==> src/rtl/stli_pkg.sv <==
// Package for the sorted-table linear interpolator: command and clamp codes,
// transfer structs, ALU status flags and the sequencer state type.
// No dependencies.
package stli_pkg;

  localparam int unsigned DATA_W  = 32;
  localparam int unsigned INDEX_W = 11;
  localparam int unsigned COUNT_W = 12;

  typedef enum logic {
    CMD_WRITE = 1'b0,
    CMD_QUERY = 1'b1
  } stli_cmd_e;

  typedef enum logic [1:0] {
    CLAMP_INTERIOR = 2'd0,
    CLAMP_BELOW    = 2'd1,
    CLAMP_ABOVE    = 2'd2,
    CLAMP_EMPTY    = 2'd3
  } stli_clamp_e;

  typedef struct packed {
    stli_cmd_e                  cmd;
    logic [INDEX_W-1:0]         entry_index;
    logic [DATA_W-1:0]          entry_radius;
    logic signed [DATA_W-1:0]   entry_value;
    logic [DATA_W-1:0]          query_radius;
  } stli_in_t;

  typedef struct packed {
    logic signed [DATA_W-1:0]   interp_value;
    stli_clamp_e                clamp_code;
  } stli_out_t;

  typedef struct packed {
    logic neg;
    logic zero;
  } stli_flags_t;

  typedef enum logic [3:0] {
    ST_IDLE,
    ST_FIRST,
    ST_LAST,
    ST_PROBE,
    ST_CMP,
    ST_GETA,
    ST_GETB,
    ST_RATIO,
    ST_DIV,
    ST_DIFF,
    ST_MUL,
    ST_FIN
  } stli_state_e;

endpackage

==> src/rtl/stli_alu.sv <==
// Shared add/subtract unit used by the radius compares and the interpolation arithmetic.
// Depends on stli_pkg (status flag struct).
module stli_alu
  import stli_pkg::*;
#(
  parameter int WIDTH = 50
) (
  input  logic signed [WIDTH-1:0] a_i,
  input  logic signed [WIDTH-1:0] b_i,
  input  logic                    sub_i,
  output logic signed [WIDTH-1:0] y_o,
  output stli_flags_t             flags_o
);

  assign y_o          = sub_i ? (a_i - b_i) : (a_i + b_i);
  assign flags_o.neg  = y_o[WIDTH-1];
  assign flags_o.zero = (y_o == '0);

endmodule

==> config.mk <==
export PLATFORM = sky130hd
export DESIGN_NAME = stli_alu
export DESIGN_NICKNAME = d
export VERILOG_FILES = /design/src/rtl/stli_pkg.sv /design/src/rtl/stli_alu.sv
export SDC_FILE = /design/constraint.sdc
export NUM_CORES = 1
export LEC_CHECK = 0
export BUFFER_PORTS_ARGS = -buffer_cell sky130_fd_sc_hd__buf_2
export CAP_MARGIN = 5
export CORE_ASPECT_RATIO = 1.1
export CORE_MARGIN = 2
export CORE_UTILIZATION = 54
export DETAILED_ROUTE_END_ITERATION = 7
export PLACE_DENSITY = 0.91
export REMOVE_ABC_BUFFERS = 1
export SYNTH_ARGS = -nofsm -noshare
export SYNTH_HDL_FRONTEND = slang
export SYNTH_SLANG_ARGS = --single-unit
==> constraint.sdc <==
create_clock -name vclk -period 6
set_input_delay 0.6 -clock vclk [all_inputs]
set_output_delay 0.6 -clock vclk [all_outputs]
set_load 0.05 [all_outputs]
* Yosys cells after proc, flatten, opt, wreduce, memory -nomap -nowiden
Index checks and enable logic that the tools add are counted.
** Operators by class
- $add $sub $neg :: 2
- Mux-type cells :: 1
- Reduce and logical (&&, ||, !) cells :: 1
** Operators with widths (count)
- $add 50x50->50 :: 1
- $logic_not 50->1 :: 1
- $mux 50 :: 1
- $sub 50x50->50 :: 1
** Word-level totals
- Bits in registers :: 0
- Input port bits :: 101
- Logic and storage cells :: 4

* Logic depth before layout (Yosys ltp)
Gate-level depths: netlist of the first run.
- Depth in word-level cells :: 3
- Gate-level depth with buffers :: 23
- Gate-level depth less buffers :: 22

* Least setup slack after synthesis of the first run
No wires, ideal clock.
- Path kind :: input port to output port
- From :: input port b_i[15]
- To :: output port flags_o[0] (netlist bit)
- Arrival time :: 5.765 ns
- Data required time :: 5.400 ns
- Setup slack :: -0.365 ns
- Stages on the path :: 19
- Cell sequence :: or4_1 > nor3_1 > and3_1 > inv_1 > nor2_1 > nor2_1 > xnor2_1 > ha_1 > buf_6 > nand4_1 > or3_1 > or2_2 > a31oi_1 > o31ai_2 > a2111oi_0 > nor2b_1 > xnor2_1 > or3_1 > nor4_2
** RTL lines
- start, declared :: RTL line stli_alu.sv:9 : input logic signed [WIDTH-1:0] b_i,
- end, declared :: RTL line stli_alu.sv:12 : output stli_flags_t flags_o

==> impl_metrics.tcl, run 1 <==
set metrics [dict create \
    p_total_uw 1440 \
    gp_congestion 1.01 \
    grt_pass1_vias 5592 \
    pin_count 153 \
    finalHoldViolations 0 \
    ys_seq_area_share_pct 0 \
    avgRoutedWirePerCell_um 18.1 \
    placedInstanceArea_um2 5560 \
    portBuffers 153 \
    rsz0062_at_grt "true" \
    antenna_cells 0 \
    max_stage_delay_ns 0.56 \
    syn_area_per_cell_um2 6.74 \
    crit_slowest_cell "or4_4" \
    grt_util_all_layers_pct 32.6 \
    drc 0 \
    synth_area_leaders "ha_1, xnor2_1, a21oi_1" \
    setup.worst_path.start_class "input pin" \
    post-place-cells 945 \
    yosys_warnings 0 \
    maxSlewHeadroom_pct 46.4 \
    violations "negative setup slack" \
    holdPathEnd "y_o[0]" \
    dp_slack_ns -0.135 \
    drtIter0Drc 356 \
    netlist_instances 660 \
    grt_antenna_before_repair 0 \
    finalInstanceArea_um2 6170 \
    die_area_um2 8980 \
    ant_nets 0 \
    nets 1021 \
    syn_to_final_growth_pct 38.7 \
    routed_wl_um 17600 \
    fp-row-count 34 \
    worstHoldPathType "input pin to primary output" \
    grt_pass1_wl_um 25000 \
    outcome "finished, violations left" \
    synth.top_cell.area_share_pct 14.1 \
    ir_worst_vdd_uv 199 \
    seq_cells 0 \
    vias_per_cell 6.33 \
    dr.pass1.iters 7 \
    yosys.area.top_type "ha_1" \
    final.fill_count 606 \
    min_from "a_i[0]" \
    worst_pin_slew_ns 0.796 \
    max_freq_ghz 0.164 \
    min_path_cells 5 \
    fp.coreArea_um2 7960 \
    final-setup-viol-count 1 \
    slew_viol_final 0 \
    met1_length_um 6810 \
    crit_chain "buf_8 -> or4_4 -> nor4_4 -> buf_4 -> and3_4 -> a21oi_2 -> xnor2_1 -> ha_1 -> buf_6 -> nand4_1 -> or3_1 -> a211oi_2 -> o21ba_2 -> a21o_1 -> xnor2_2 -> or4_4 -> nor4_4 -> nand4b_1 -> nor4_2 -> buf_4" \
    critical_path.endpoint_type "primary output" \
    period_share_pct 101 \
    die_h_um 99.2 \
    powerDensity_nw_per_um2 233 \
    wl_met3_um 1320 \
    seqCellArea_um2 0 \
    initial_core_util_pct 55.9 \
    grt_max_degree 29 \
    layout_min_cycle_time_ns 6.09 \
    top_layer "met4" \
    clock_buffer_count 0 \
    worst_slack_ns -0.0899 \
    layoutNonFillerInstCount 975 \
    cap_violations 0 \
    via_count 6171 \
    criticalPathCategory "input pin to primary output" \
    arrival_ns 5.49 \
    synthesis.area_um2 4450 \
    overflow 0 \
    ys_types 77 \
    crit_required_ns 5.40 \
    total_leakage_power_uw 0.00279 \
    die_w_um 90.6 \
    drive_gt1_share_pct 36.9 \
    path_max_fanout 6 \
    dpl.hpwl_um 13400 \
    route.met2.wl_um 8820 \
]
## area by class of cell
| type | count | area (um^2) | area share [%] |
|---|---|---|---|
| inverter | 28 | 108 | 1.74 |
| multi-input combinational | 607 | 4520 | 73.2 |
| tap | 108 | 135 | 2.19 |
| timing repair buffer | 232 | 1410 | 22.9 |
## stage by stage
| step | TNS [ns] | hold WS [ns] | utilization [%] |
|---|---|---|---|
| finish | -0.0899 | 1.71 | 77.6 |
| global route | -0.199 | 1.77 | 77.6 |
| CTS | 0 | 1.70 | 70.0 |
| detailed placement | -0.135 | 1.69 | 69.9 |
| floorplan | -1.17 | 1.49 | - |
| global placement | 0 | 1.69 | 69.9 |
## cell families (layout without fill, tap and decap cells)
kind of cell | Yosys count | after routing | synth area share (%)
compound gates | 227 | 227 | 33.3
buf+inv | 53 | 260 | 5.99
simple gates | 241 | 241 | 28.5
fa+ha+maj | 51 | 51 | 14.5
xor+xnor | 84 | 84 | 16.7
mux | 4 | 4 | 0.984
## synthesized netlist by cell type (8+ instances only)
library cell / instances
nor4_1: 10
o21ai_0: 37
or3_1: 9
a31oi_1: 10
nand2_1: 50
ha_1: 50
nand3_1: 8
xnor2_1: 69
and2_1: 9
nor3_1: 28
o211ai_1: 11
o21a_1: 8
xor2_1: 14
a21oi_1: 84
inv_1: 28
nand4_1: 13
nor2_1: 68
a21o_1: 21
clkbuf_1: 8
o21bai_1: 10
## worst max-delay path by stage
stage | from | end | slack [ns]
2_1_floorplan | b_i[15] | flags_o[0] | -0.72
3_3_place_gp | b_i[15] | flags_o[0] | 0.02
3_5_place_dp | b_i[15] | flags_o[0] | -0.14
4_1_cts | b_i[15] | flags_o[0] | 0.02
5_1_grt | b_i[2] | flags_o[0] | -0.20
6_report | b_i[2] | flags_o[0] | -0.09
## where the power goes
group / internal, uW / total, uW / switching, uW / leakage [uW]
Sequential: 0 / 0 / 0 / 0
Combinational: 468 / 1440 / 970 / 0.00279
Clock: 0 / 0 / 0 / 0
## critical path: cells and delay by family
family / cells / cell delay, ns
and+or+nand+nor: 9 / 2.89
AOI/OAI and AO/OA: 4 / 0.80
buffers and inverters: 4 / 0.66
xor gates and xnor gates: 2 / 0.24
adders and majority gates: 1 / 0.31
## placed cells by master (no fill, tap or decap), types with 11 or more instances in the layout
cell / count
a21oi_2: 11
ha_1: 45
nand2_1: 48
a21o_1: 21
nor3_1: 25
o211ai_1: 11
a21oi_1: 72
xnor2_1: 67
buf_2: 149
nor2_1: 61
nand4_1: 13
buf_4: 75
o21ai_0: 32
xor2_1: 14
inv_1: 25
## metal layers
metal	vias to the layer above	track usage, %
met5	-	0
met4	0	7.34
met3	79	1.82
met2	378	61.3
met1	2849	40.9
li1	2865	-
## timing repair
action                     4_1_cts  5_1_grt
cloned                           0        0
gates resized for setup          2       91
hold buffers                     0        0
setup endpoints to repair        1        3
buffers inserted                 1       29
pin swaps                        0       57
Note: power is estimated with default switching activity, not from simulation.
==> inputs of run 2 (changes only) <==
CELL_PAD_IN_SITES_DETAIL_PLACEMENT = 0   (was default)
CELL_PAD_IN_SITES_GLOBAL_PLACEMENT = 1   (was default)
CORE_ASPECT_RATIO = 0.7   (was 1.1)
CORE_UTILIZATION = 37   (was 54)
==> impl_metrics.tcl, run 2 (same netlist as run 1, synthesis figures left out) <==
set metrics [dict create \
    outcome "finished, final reports clean" \
    syn_to_final_growth_pct 32.0 \
    crit_start "b_i[3]" \
    maxSlewHeadroom_pct 55.9 \
    rsz0062_at_grt "true" \
    grt_antenna_before_repair 0 \
    critical_path.endpoint_type "primary output" \
    grt_max_degree 27 \
    avgRoutedWirePerCell_um 15.8 \
    drive_gt1_share_pct 33.3 \
    cap_violations 0 \
    routed_wl_um 15700 \
    top_layer "met4" \
    fp.coreArea_um2 11700 \
    overflow 0 \
    portBuffers 153 \
    drtIter0Drc 555 \
    criticalPathCategory "input pin to primary output" \
    arrival_ns 5.18 \
    path_max_fanout 4 \
    seqCellArea_um2 0 \
    finalHoldViolations 0 \
    tns_ns 0 \
    layout_min_cycle_time_ns 5.78 \
    worst_pin_slew_ns 0.656 \
    grt_util_all_layers_pct 22.9 \
    pin_count 153 \
    ant_nets 0 \
    nets 994 \
    max_freq_ghz 0.173 \
    slew_viol_final 0 \
    post-place-cells 987 \
    die_area_um2 12900 \
    holdPathEnd "y_o[48]" \
    final.fill_count 1235 \
    clock_buffer_count 0 \
    antenna_cells 0 \
    period_share_pct 96.4 \
    drc 0 \
    die_w_um 135 \
    layoutNonFillerInstCount 997 \
    min_path_cells 4 \
    gp_congestion 0.979 \
    mostFrequentLayoutCell "buf_2" \
    wl_met3_um 1210 \
    crit_required_ns 5.40 \
    grt_pass1_vias 4891 \
    seq_cells 0 \
    initial_core_util_pct 38.0 \
    die_h_um 95.8 \
    worstHoldPathType "input pin to primary output" \
    dpl.hpwl_um 13600 \
    fp-row-count 33 \
    final-setup-viol-count 0 \
    via_count 5611 \
    met1_length_um 8480 \
    final_cell_mix "buf_2, a21oi_1, xnor2_1, nor2_1, buf_4" \
    dr.pass1.iters 5 \
    route.met2.wl_um 5940 \
    min_from "a_i[48]" \
    setup.worst_path.start_class "input pin" \
    powerDensity_nw_per_um2 231 \
    total_leakage_power_uw 0.00260 \
    vias_per_cell 5.63 \
    grt_pass1_wl_um 24500 \
    ir_worst_vdd_uv 184 \
]
run 2: per-layer routing:
layer,vias up,global-route usage [%]
li1,2799,-
met1,2563,38.8
met2,239,31.5
met3,10,1.69
met4,0,1.56
met5,-,0
run 2: how the worst max path moves through the flow:
| stage | to | slack, ns | cells past startpoint |
|---|---|---|---|
| 6_report | flags_o[0] | 0.22 | 22 |
| 3_5_place_dp | flags_o[0] | -0.15 | 20 |
| 5_1_grt | flags_o[0] | -0.05 | 22 |
| 2_1_floorplan | flags_o[0] | -0.72 | 18 |
| 4_1_cts | flags_o[0] | 0.05 | 22 |
| 3_3_place_gp | flags_o[0] | 0.02 | 21 |
run 2: stage by stage:
stage	setup WS, ns	hold slack [ns]	instance area, um^2	utilization (%)	total power, uW
5_1_grt	-0.0485	1.77	5880	50.1	1450
3_5_place_dp	-0.147	1.73	5570	47.5	1290
6_report	0.217	1.73	5880	50.1	1360
2_1_floorplan	-0.718	1.49	4290	-	939
4_1_cts	0.0498	1.73	5590	47.7	1300
3_3_place_gp	0.0208	1.74	5570	47.5	1290
run 2: worst max-delay path, stage by stage:
cell,delay (ns)
buf_2,0.12
or4_4,0.55
nor4_4,0.14
buf_4,0.20
nand2_1,0.13
nor2_1,0.11
nor2_1,0.07
xnor2_1,0.16
ha_1,0.25
a21oi_1,0.26
o21bai_1,0.09
a21oi_1,0.28
inv_1,0.09
or3_1,0.36
a221o_1,0.36
nor4_2,0.18
buf_4,0.15
nand4b_1,0.13
nor4_2,0.24
nand4b_1,0.20
nor4_2,0.28
buf_4,0.23
run 2: final cells by class:
cell class                 instances  area, um^2  area share, %
tap                              157         196           3.34
inverter                          28         105           1.79
multi-input combinational        607        4420           75.1
timing repair buffer             205        1160           19.7
run 2: timing repair:
item | in CTS | in global routing
buffers inserted | 2 | 8
resized for setup | 3 | 54
pin swaps | 0 | 14
hold buffers | 0 | 0
endpoints found under the setup margin | 1 | 2
gates cloned | 0 | 0
run 2: where the power goes:
group	switching [uW]	internal (uW)	total, uW	leakage, uW
Combinational	929	427	1360	0.00260
Sequential	0	0	0	0
Clock	0	0	0	0
Total	929	427	1360	0.00260
